--- src/rtl/sic_pkg.sv ---
// Shared constants for the spiral index to grid coordinate block.
// No dependencies; imported by every module of the block.
`default_nettype none

package sic_pkg;

    // Default bit width of the grid side; the spiral index is twice as wide.
    localparam int SIDE_BITS_DEF = 17;

endpackage

`default_nettype wire

--- src/rtl/sic_isqrt.sv ---
// Pipelined integer square root, one root bit resolved per register stage.
// Carries a side tag alongside each value. Depends on sic_pkg.
`default_nettype none

module sic_isqrt #(
    parameter int SB    = sic_pkg::SIDE_BITS_DEF,
    parameter int TAG_W = 3 * sic_pkg::SIDE_BITS_DEF + 1
) (
    input  wire logic              clk,
    input  wire logic              rst_n,
    input  wire logic              ce,
    input  wire logic              in_valid,
    input  wire logic [2*SB+1:0]   rad,
    input  wire logic [TAG_W-1:0]  tag_in,
    output logic                   out_valid,
    output logic [SB:0]            root,
    output logic [SB+3:0]          rem,
    output logic [TAG_W-1:0]       tag_out
);
    import sic_pkg::*;

    localparam int RAD_W  = 2 * SB + 2;
    localparam int ROOT_W = SB + 1;
    localparam int REM_W  = SB + 4;
    localparam int STEPS  = ROOT_W;

    logic              valid_reg [STEPS];
    logic [REM_W-1:0]  rem_reg   [STEPS];
    logic [ROOT_W-1:0] root_reg  [STEPS];
    logic [RAD_W-1:0]  rad_reg   [STEPS];
    logic [TAG_W-1:0]  tag_reg   [STEPS];

    logic              valid_next [STEPS];
    logic [REM_W-1:0]  rem_next   [STEPS];
    logic [ROOT_W-1:0] root_next  [STEPS];
    logic [RAD_W-1:0]  rad_next   [STEPS];
    logic [TAG_W-1:0]  tag_next   [STEPS];

    always_comb
    begin
        logic [REM_W-1:0]  rem_in;
        logic [ROOT_W-1:0] root_in;
        logic [RAD_W-1:0]  rad_in;
        logic [REM_W-1:0]  cur;
        logic [REM_W-1:0]  trial;
        for (int i = 0; i < STEPS; i++)
        begin
            if (i == 0)
            begin
                valid_next[i] = in_valid;
                rem_in        = '0;
                root_in       = '0;
                rad_in        = rad;
                tag_next[i]   = tag_in;
            end
            else
            begin
                valid_next[i] = valid_reg[i-1];
                rem_in        = rem_reg[i-1];
                root_in       = root_reg[i-1];
                rad_in        = rad_reg[i-1];
                tag_next[i]   = tag_reg[i-1];
            end
            // bring down the next two radicand bits and try the new root bit
            cur   = {rem_in[REM_W-3:0], rad_in[RAD_W-1 -: 2]};
            trial = REM_W'({root_in, 2'b01});
            if (cur >= trial)
            begin
                rem_next[i]  = cur - trial;
                root_next[i] = {root_in[ROOT_W-2:0], 1'b1};
            end
            else
            begin
                rem_next[i]  = cur;
                root_next[i] = {root_in[ROOT_W-2:0], 1'b0};
            end
            rad_next[i] = {rad_in[RAD_W-3:0], 2'b00};
        end
    end

    always_ff @(posedge clk or negedge rst_n)
    begin
        if (!rst_n)
        begin
            for (int i = 0; i < STEPS; i++)
            begin
                valid_reg[i] <= 1'b0;
            end
        end
        else if (ce)
        begin
            for (int i = 0; i < STEPS; i++)
            begin
                valid_reg[i] <= valid_next[i];
            end
        end
    end

    always_ff @(posedge clk)
    begin
        if (ce)
        begin
            for (int i = 0; i < STEPS; i++)
            begin
                rem_reg[i]  <= rem_next[i];
                root_reg[i] <= root_next[i];
                rad_reg[i]  <= rad_next[i];
                tag_reg[i]  <= tag_next[i];
            end
        end
    end

    assign out_valid = valid_reg[STEPS-1];
    assign root      = root_reg[STEPS-1];
    assign rem       = rem_reg[STEPS-1];
    assign tag_out   = tag_reg[STEPS-1];

endmodule

`default_nettype wire

--- src/rtl/sic_locate.sv ---
// Ring, leg and coordinate stages: turn the square root into row and column.
// Fed by sic_isqrt; depends on sic_pkg.
`default_nettype none

module sic_locate #(
    parameter int SB    = sic_pkg::SIDE_BITS_DEF,
    parameter int TAG_W = 3 * sic_pkg::SIDE_BITS_DEF + 1
) (
    input  wire logic              clk,
    input  wire logic              rst_n,
    input  wire logic              ce,
    input  wire logic              in_valid,
    input  wire logic [SB:0]       root,
    input  wire logic [SB+3:0]     rem,
    input  wire logic [TAG_W-1:0]  tag,
    output logic                   out_valid,
    output logic [SB-1:0]          row,
    output logic [SB-1:0]          column,
    output logic                   valid_res
);
    import sic_pkg::*;

    localparam int POS_W = 2 * SB;

    // tag layout from the lowest bit: side, position, in-range flag
    logic [SB-1:0]    tag_side;
    logic [POS_W-1:0] tag_pos;
    logic             tag_ok;

    assign tag_side = tag[SB-1:0];
    assign tag_pos  = tag[SB +: POS_W];
    assign tag_ok   = tag[TAG_W-1];

    // ring stage: n = (root-1)/2, registered n*(n+1)
    logic [SB:0]      root_m1;
    logic [SB-1:0]    n_next;
    logic [SB:0]      n_inc;
    logic [POS_W:0]   prod_full;

    assign root_m1   = root - (SB+1)'(1);
    assign n_next    = root_m1[SB:1];
    assign n_inc     = {1'b0, n_next} + (SB+1)'(1);
    assign prod_full = n_next * n_inc;

    logic             r_valid_reg;
    logic             r_ok_reg;
    logic [SB-1:0]    r_n_reg;
    logic [POS_W-1:0] r_prod_reg;
    logic [SB-1:0]    r_side_reg;
    logic [POS_W-1:0] r_pos_reg;

    // leg stage: offset past the ring base, split into leg and turn
    logic [POS_W-1:0] d_full;
    logic [SB+1:0]    d;
    logic [SB:0]      n1;
    logic             past;
    logic [SB+1:0]    over;
    logic [SB-1:0]    leg_next;
    logic [SB-1:0]    turn_next;
    logic [SB-1:0]    half_next;
    logic [SB-1:0]    base_next;

    assign d_full    = r_pos_reg - r_prod_reg - POS_W'(1);
    assign d         = d_full[SB+1:0];
    assign n1        = {1'b0, r_n_reg} + (SB+1)'(1);
    assign past      = d > (SB+2)'(n1);
    assign over      = d - (SB+2)'(n1);
    assign leg_next  = past ? n1[SB-1:0] : d[SB-1:0];
    assign turn_next = past ? over[SB-1:0] : '0;
    assign half_next = n1[SB:1];
    assign base_next = {1'b0, r_side_reg[SB-1:1]} + SB'(1);

    logic             l_valid_reg;
    logic             l_ok_reg;
    logic             l_odd_reg;
    logic [SB-1:0]    l_leg_reg;
    logic [SB-1:0]    l_turn_reg;
    logic [SB-1:0]    l_half_reg;
    logic [SB-1:0]    l_base_reg;

    // coordinate stage, wraps to SB bits
    logic [SB-1:0]    row_next;
    logic [SB-1:0]    column_next;

    always_comb
    begin
        row_next    = '0;
        column_next = '0;
        if (l_ok_reg)
        begin
            if (l_odd_reg)
            begin
                row_next    = l_base_reg + l_half_reg - l_leg_reg;
                column_next = l_base_reg - l_half_reg + l_turn_reg;
            end
            else
            begin
                row_next    = l_base_reg - l_half_reg + l_leg_reg;
                column_next = l_base_reg + l_half_reg - l_turn_reg;
            end
        end
    end

    logic             c_valid_reg;
    logic [SB-1:0]    row_reg;
    logic [SB-1:0]    column_reg;
    logic             valid_res_reg;

    always_ff @(posedge clk or negedge rst_n)
    begin
        if (!rst_n)
        begin
            r_valid_reg <= 1'b0;
            l_valid_reg <= 1'b0;
            c_valid_reg <= 1'b0;
        end
        else if (ce)
        begin
            r_valid_reg <= in_valid;
            l_valid_reg <= r_valid_reg;
            c_valid_reg <= l_valid_reg;
        end
    end

    always_ff @(posedge clk)
    begin
        if (ce)
        begin
            r_ok_reg      <= tag_ok;
            r_n_reg       <= n_next;
            r_prod_reg    <= prod_full[POS_W-1:0];
            r_side_reg    <= tag_side;
            r_pos_reg     <= tag_pos;

            l_ok_reg      <= r_ok_reg;
            l_odd_reg     <= r_n_reg[0];
            l_leg_reg     <= leg_next;
            l_turn_reg    <= turn_next;
            l_half_reg    <= half_next;
            l_base_reg    <= base_next;

            row_reg       <= row_next;
            column_reg    <= column_next;
            valid_res_reg <= l_ok_reg;
        end
    end

    assign out_valid = c_valid_reg;
    assign row       = row_reg;
    assign column    = column_reg;
    assign valid_res = valid_res_reg;

`ifndef SYNTHESIS
    a_root_nonzero: assert property (@(posedge clk) disable iff (!rst_n)
        in_valid && tag_ok |-> root != '0)
        else $error("zero root for an in-range position");

    a_rem_bound: assert property (@(posedge clk) disable iff (!rst_n)
        in_valid |-> rem <= (SB+4)'({root, 1'b0}))
        else $error("square root remainder out of range");

    a_offset_in_ring: assert property (@(posedge clk) disable iff (!rst_n)
        r_valid_reg && r_ok_reg |-> d_full < POS_W'({n1, 1'b0}))
        else $error("offset past the end of its ring");

    a_invalid_zero: assert property (@(posedge clk) disable iff (!rst_n)
        c_valid_reg && !valid_res_reg |-> row_reg == '0 && column_reg == '0)
        else $error("nonzero coordinates on an invalid result");
`endif

endmodule

`default_nettype wire

--- src/rtl/spiral_index_to_grid_coordinate.sv ---
// Maps a spiral position on a square grid to its 1-based row and column.
// Every beat passes through these pipeline stages in order:
// one front stage forms 4p-3 and side squared, the integer square root resolves one
// root bit per stage over SIDE_BITS+1 stages, and three stages find the ring, the leg
// and the coordinates. A new beat is taken every cycle; when the output beat is not
// taken, the whole pipeline holds and s_axis_tready drops in the same cycle.
// Positions of zero or beyond side squared come out with valid_res low and zero
// coordinates. Depends on sic_pkg, sic_isqrt and sic_locate.
`default_nettype none

module spiral_index_to_grid_coordinate #(
    parameter int SIDE_BITS = sic_pkg::SIDE_BITS_DEF
) (
    input  wire logic                                 clk,
    input  wire logic                                 rst_n,
    input  wire logic                                 s_axis_tvalid,
    output logic                                      s_axis_tready,
    // side, position (from bit 0 up), zero padded to bytes
    input  wire logic [((3*SIDE_BITS+7)/8)*8-1:0]     s_axis_tdata,
    output logic                                      m_axis_tvalid,
    input  wire logic                                 m_axis_tready,
    // row, column (from bit 0 up), zero padded to bytes
    output logic [((2*SIDE_BITS+7)/8)*8-1:0]          m_axis_tdata,
    // valid_res
    output logic [0:0]                                m_axis_tuser
);
    import sic_pkg::*;

    localparam int POS_W = 2 * SIDE_BITS;
    localparam int RAD_W = POS_W + 2;
    localparam int TAG_W = SIDE_BITS + POS_W + 1;
    localparam int OUT_W = ((2*SIDE_BITS+7)/8)*8;

    logic                 ce;
    logic [SIDE_BITS-1:0] side;
    logic [POS_W-1:0]     position;
    logic [RAD_W-1:0]     rad_next;
    logic [POS_W-1:0]     area_next;

    // advance everything unless a finished beat waits at the output
    assign ce            = !m_axis_tvalid || m_axis_tready;
    assign s_axis_tready = ce;

    assign side      = s_axis_tdata[SIDE_BITS-1:0];
    assign position  = s_axis_tdata[SIDE_BITS +: POS_W];
    assign rad_next  = {position, 2'b00} - RAD_W'(3);
    assign area_next = side * side;

    logic                 f_valid_reg;
    logic [SIDE_BITS-1:0] f_side_reg;
    logic [POS_W-1:0]     f_pos_reg;
    logic [RAD_W-1:0]     f_rad_reg;
    logic [POS_W-1:0]     f_area_reg;

    always_ff @(posedge clk or negedge rst_n)
    begin
        if (!rst_n)
        begin
            f_valid_reg <= 1'b0;
        end
        else if (ce)
        begin
            f_valid_reg <= s_axis_tvalid;
        end
    end

    always_ff @(posedge clk)
    begin
        if (ce)
        begin
            f_side_reg <= side;
            f_pos_reg  <= position;
            f_rad_reg  <= rad_next;
            f_area_reg <= area_next;
        end
    end

    logic             in_range;
    logic [TAG_W-1:0] tag_in;

    assign in_range = (f_pos_reg != '0) && (f_pos_reg <= f_area_reg);
    assign tag_in   = {in_range, f_pos_reg, f_side_reg};

    logic                 sq_valid;
    logic [SIDE_BITS:0]   sq_root;
    logic [SIDE_BITS+3:0] sq_rem;
    logic [TAG_W-1:0]     sq_tag;

    sic_isqrt #(
        .SB    (SIDE_BITS),
        .TAG_W (TAG_W)
    ) u_isqrt (
        .clk       (clk),
        .rst_n     (rst_n),
        .ce        (ce),
        .in_valid  (f_valid_reg),
        .rad       (f_rad_reg),
        .tag_in    (tag_in),
        .out_valid (sq_valid),
        .root      (sq_root),
        .rem       (sq_rem),
        .tag_out   (sq_tag)
    );

    logic [SIDE_BITS-1:0] row;
    logic [SIDE_BITS-1:0] column;
    logic                 valid_res;

    sic_locate #(
        .SB    (SIDE_BITS),
        .TAG_W (TAG_W)
    ) u_locate (
        .clk       (clk),
        .rst_n     (rst_n),
        .ce        (ce),
        .in_valid  (sq_valid),
        .root      (sq_root),
        .rem       (sq_rem),
        .tag       (sq_tag),
        .out_valid (m_axis_tvalid),
        .row       (row),
        .column    (column),
        .valid_res (valid_res)
    );

    assign m_axis_tdata    = OUT_W'({column, row});
    assign m_axis_tuser[0] = valid_res;

endmodule

`default_nettype wire
--- config.mk ---
export PLATFORM = sky130hd
export DESIGN_NAME = spiral_index_to_grid_coordinate
export DESIGN_NICKNAME = d
export VERILOG_FILES = /design/src/rtl/sic_pkg.sv /design/src/rtl/sic_isqrt.sv /design/src/rtl/sic_locate.sv /design/src/rtl/spiral_index_to_grid_coordinate.sv
export SDC_FILE = /design/constraint.sdc
export NUM_CORES = 2
export LEC_CHECK = 0
export BUFFER_PORTS_ARGS = -buffer_cell sky130_fd_sc_hd__buf_2
export CORE_ASPECT_RATIO = 0.75
export CORE_UTILIZATION = 60
export CTS_BUF_LIST = sky130_fd_sc_hd__clkbuf_2
export CTS_CLUSTER_DIAMETER = 120
export CTS_CLUSTER_SIZE = 28
export DETAILED_ROUTE_END_ITERATION = 8
export GPL_ROUTABILITY_DRIVEN = 0
export PLACE_DENSITY = 0.75
export SLEW_MARGIN = 20
export SYNTH_ARGS = -nofsm -noshare
export SYNTH_HDL_FRONTEND = slang
export SYNTH_SLANG_ARGS = --single-unit
--- constraint.sdc ---
create_clock -name clk -period 132.2 [get_ports clk]
set_input_delay 33.05 -clock clk [delete_from_list [all_inputs] [get_ports clk]]
set_output_delay 33.05 -clock clk [all_outputs]
set_load 0.1 [all_outputs]
==> Implementation_results.wiki <==
{| class="wikitable"
! Metric !! Value
|-
| Status || complete, no violations
|-
| Final period demand of the worst path || 67.52 ns
|-
| Via density per instance || approximately 5.4
|-
| Leading register cell type out of synthesis || edfxtp_1
|-
| Detailed-router iteration count before antenna repair || 6
|-
| Source of the worst hold timing path || u_isqrt.rad_reg[9][22]$_DFFE_PP_
|-
| Max reg flops || roughly 650
|-
| Clock Latency Late Sink || 1.54 ns
|-
| Proportion of layout cells with a drive suffix above 1 || under 10%
|-
| Max Cap Violations || 0
|-
| Worst setup EP type || output port
|-
| Average cell area after synthesis || around 13 um2
|-
| Yosys cell types || 91
|-
| Number of DRC violations after detailed routing || 0
|-
| Number of H-tree levels || 3
|-
| Post-synthesis instance area || between 80000 and 90000 um2
|-
| Kind of critical path || in -> out
|-
| Core area || between 100000 and 150000 um2
|-
| Gr usage total || 19.5%
|-
| Remaining max-slew budget at the tightest pin || 24.3%
|-
| Number of standard cells after synthesis || roughly 6400
|-
| Number of port buffers || 91
|-
| Most area-consuming cells after synthesis || edfxtp_1, ha_1, fa_1
|-
| Critical path arrival || about 34 ns
|-
| Leading area contributor after synthesis || edfxtp_1
|-
| Top Ports || between 100 and 150
|-
| Area grow syn2layout || 3.93%
|-
| Startpoint class of the critical path || input port
|-
| Cell with the most instances after synthesis || edfxtp_1
|-
| Remaining global-route overflow || 0
|-
| Chip height || ~330 um
|-
| Die footprint || between 100000 and 150000 um2
|-
| Deepest clock path buffer count || 3
|-
| Highest achievable clock rate || 0.0148 GHz
|-
| Worst Skew || approximately 0.15 ns
|-
| Antenna violation net count after detailed routing || 0
|-
| Total of flip-flops plus latches after synthesis || approximately 1700
|-
| Chip Width || approximately 440 um
|-
| Area share of the largest cell type after synthesis || between 50% and 60%
|-
| Clock root buffer || clkbuf_2
|-
| Total detailed-routing wirelength || between 100000 and 150000 um
|-
| Antenna violations before repair || 16
|-
| Clock slew at reported path FFs || 0.42 ns
|-
| Transition time at the pin with the least slew margin || 1.13 ns
|-
| Detailed placer's ending HPWL || between 100000 and 150000 um
|-
| WHS Endpoint || u_isqrt.rad_reg[10][24]$_DFFE_PP_
|-
| Via Count || roughly 46000
|-
| Share of the clock period used by the worst path || around 51%
|-
| Post-CTS setup repair buffer count || 0
|-
| Share of flip-flops with an asynchronous set or reset || around 1.3%
|-
| Total number of placement rows || 119
|-
| Total clock buffers created by CTS || 71
|-
| Fillcell total || 10200
|-
| First-pass GRT wire length || 228000 um
|-
| Max-slew violation count || 0
|-
| Number of failing setup endpoints in the final timing report || 0
|-
| Yosys Warn Count || 0
|-
| Endpoint required time on the critical path || around 99 ns
|-
| Routed len/inst || 16.4 um
|-
| Clock tree from TritonCTS || yes
|-
| Number of flops mapped to enable cells by yosys || approximately 1700
|-
| Setup TNS after final layout || 0 ns
|-
| Peak fanout along the critical path || 70
|-
| Portion of the post-synthesis area used by sequential elements || 59.7%
|-
| Vias in the first global route || roughly 46000
|-
| Start of the worst register-to-register path || u_isqrt.root_reg[17][0]$_DFFE_PP_
|-
| Quantity of hold-fixing buffers added after cts || 0
|-
| Net count reported at finish || around 7500
|-
| Depth of the worst register-to-register path || 28
|-
| Pin count of the biggest net entering global routing || about 150
|-
| Number of cells on the worst hold path || 0
|-
| R2R Path End || u_locate.r_prod_reg[18]$_DFFE_PP_
|-
| Number of gates given a new drive strength after cts || 0
|-
| Path type of the worst min-delay path || reg -> reg
|-
| Final Hold Violating Endpoints || 0
|-
| Reg2reg setup slack || 122.84 ns
|-
| Initial cell density of the core || between 60% and 70%
|-
| Number of sinks driven by the clock tree || between 1500 and 2000
|-
| Detailed Route Iter0 Violations || about 3500
|-
| Unrepaired setup endpoints after global routing || no
|-
| Top cells by count, synth || edfxtp_1, inv_1, ha_1
|}
## how the worst max path moves through the flow
stage                             start       endpoint  cells after the start
after floorplan           m_axis_tready  s_axis_tready                      3
after global placement    m_axis_tready  s_axis_tready                      3
after detailed placement  m_axis_tready  s_axis_tready                      3
after CTS                 m_axis_tready  s_axis_tready                      3
after global routing      m_axis_tready  s_axis_tready                      3
final                     m_axis_tready  s_axis_tready                      3
## per-stage QoR
| stage | cell area, um2 | std cells | hold slack [ns] | util (%) | setup slack [ns] |
|---|---|---|---|---|---|
| final | 89100 | 8456 | 0.342 | 63.2 | 64.68 |
| after global routing | 89100 | 8453 | 0.319 | 63.2 | 64.55 |
| after CTS | 89000 | 8441 | 0.325 | 63.1 | 64.61 |
| after detailed placement | 88400 | 8340 | 0.405 | 62.7 | 64.61 |
| after global placement | 88400 | 8340 | 0.400 | 62.7 | 64.62 |
| after floorplan | 85700 | 6438 | 0.400 | - | 19.66 |
## metal layers
| layer | wire length (um) | GRT usage [%] |
|---|---|---|
| met1 | 63700 | 27.2 |
| met3 | 7200 | 3.33 |
| met4 | 2760 | 4.70 |
| met2 | 65300 | 32.2 |
| met5 | 93 | 0 |
## layout by cell type, fill, tap and decap left out, drive strengths merged, types with 88 or more instances in the layout
master / Yosys / final
o21ai: 188 / 188
and2: 91 / 91
buf: 16 / 127
inv: 910 / 913
xnor2: 294 / 294
clkbuf: 83 / 90
nor3: 109 / 109
a21oi: 318 / 318
ha: 527 / 527
nor2: 403 / 403
nand2: 310 / 310
nand3: 88 / 88
nand2b: 126 / 126
a21o: 114 / 114
edfxtp: 1685 / 1685
xor2: 177 / 177
fa: 324 / 324
## kinds of logic (layout without fill, tap and decap cells)
kind of cell,after synthesis,in the layout,synth area share [%]
other,1,21,0.00438
XOR/XNOR,472,472,4.95
AO/OA/AOI/OAI,856,856,6.13
multiplexers,69,69,0.888
adder cells (fa/ha/maj),851,851,15.3
AND/OR/NAND/NOR,1464,1464,8.62
flip-flops,1707,1707,59.7
buffers and inverters,1012,1141,4.48
## critical path, stage by stage
cell and delay [ns]:
buf_2 0.07, nand2b_4 0.72, buf_2 0.62
## area by class of cell
class                   instances  area (um2)  share of cell area (%)
inverters                     913        3440                    3.86
repair buffers                127         758                   0.851
well taps                    1875        2350                    2.63
diodes                         14        35.0                  0.0393
multi-input cells            3719       30800                    34.6
clock inverters                11         119                   0.133
flip-flops and latches       1707       51100                    57.4
clock buffers                  90         450                   0.506
Power is left out: the tool's default activity adds up to more than one toggle a clock period on the data nets, which glitch-free logic cannot reach.
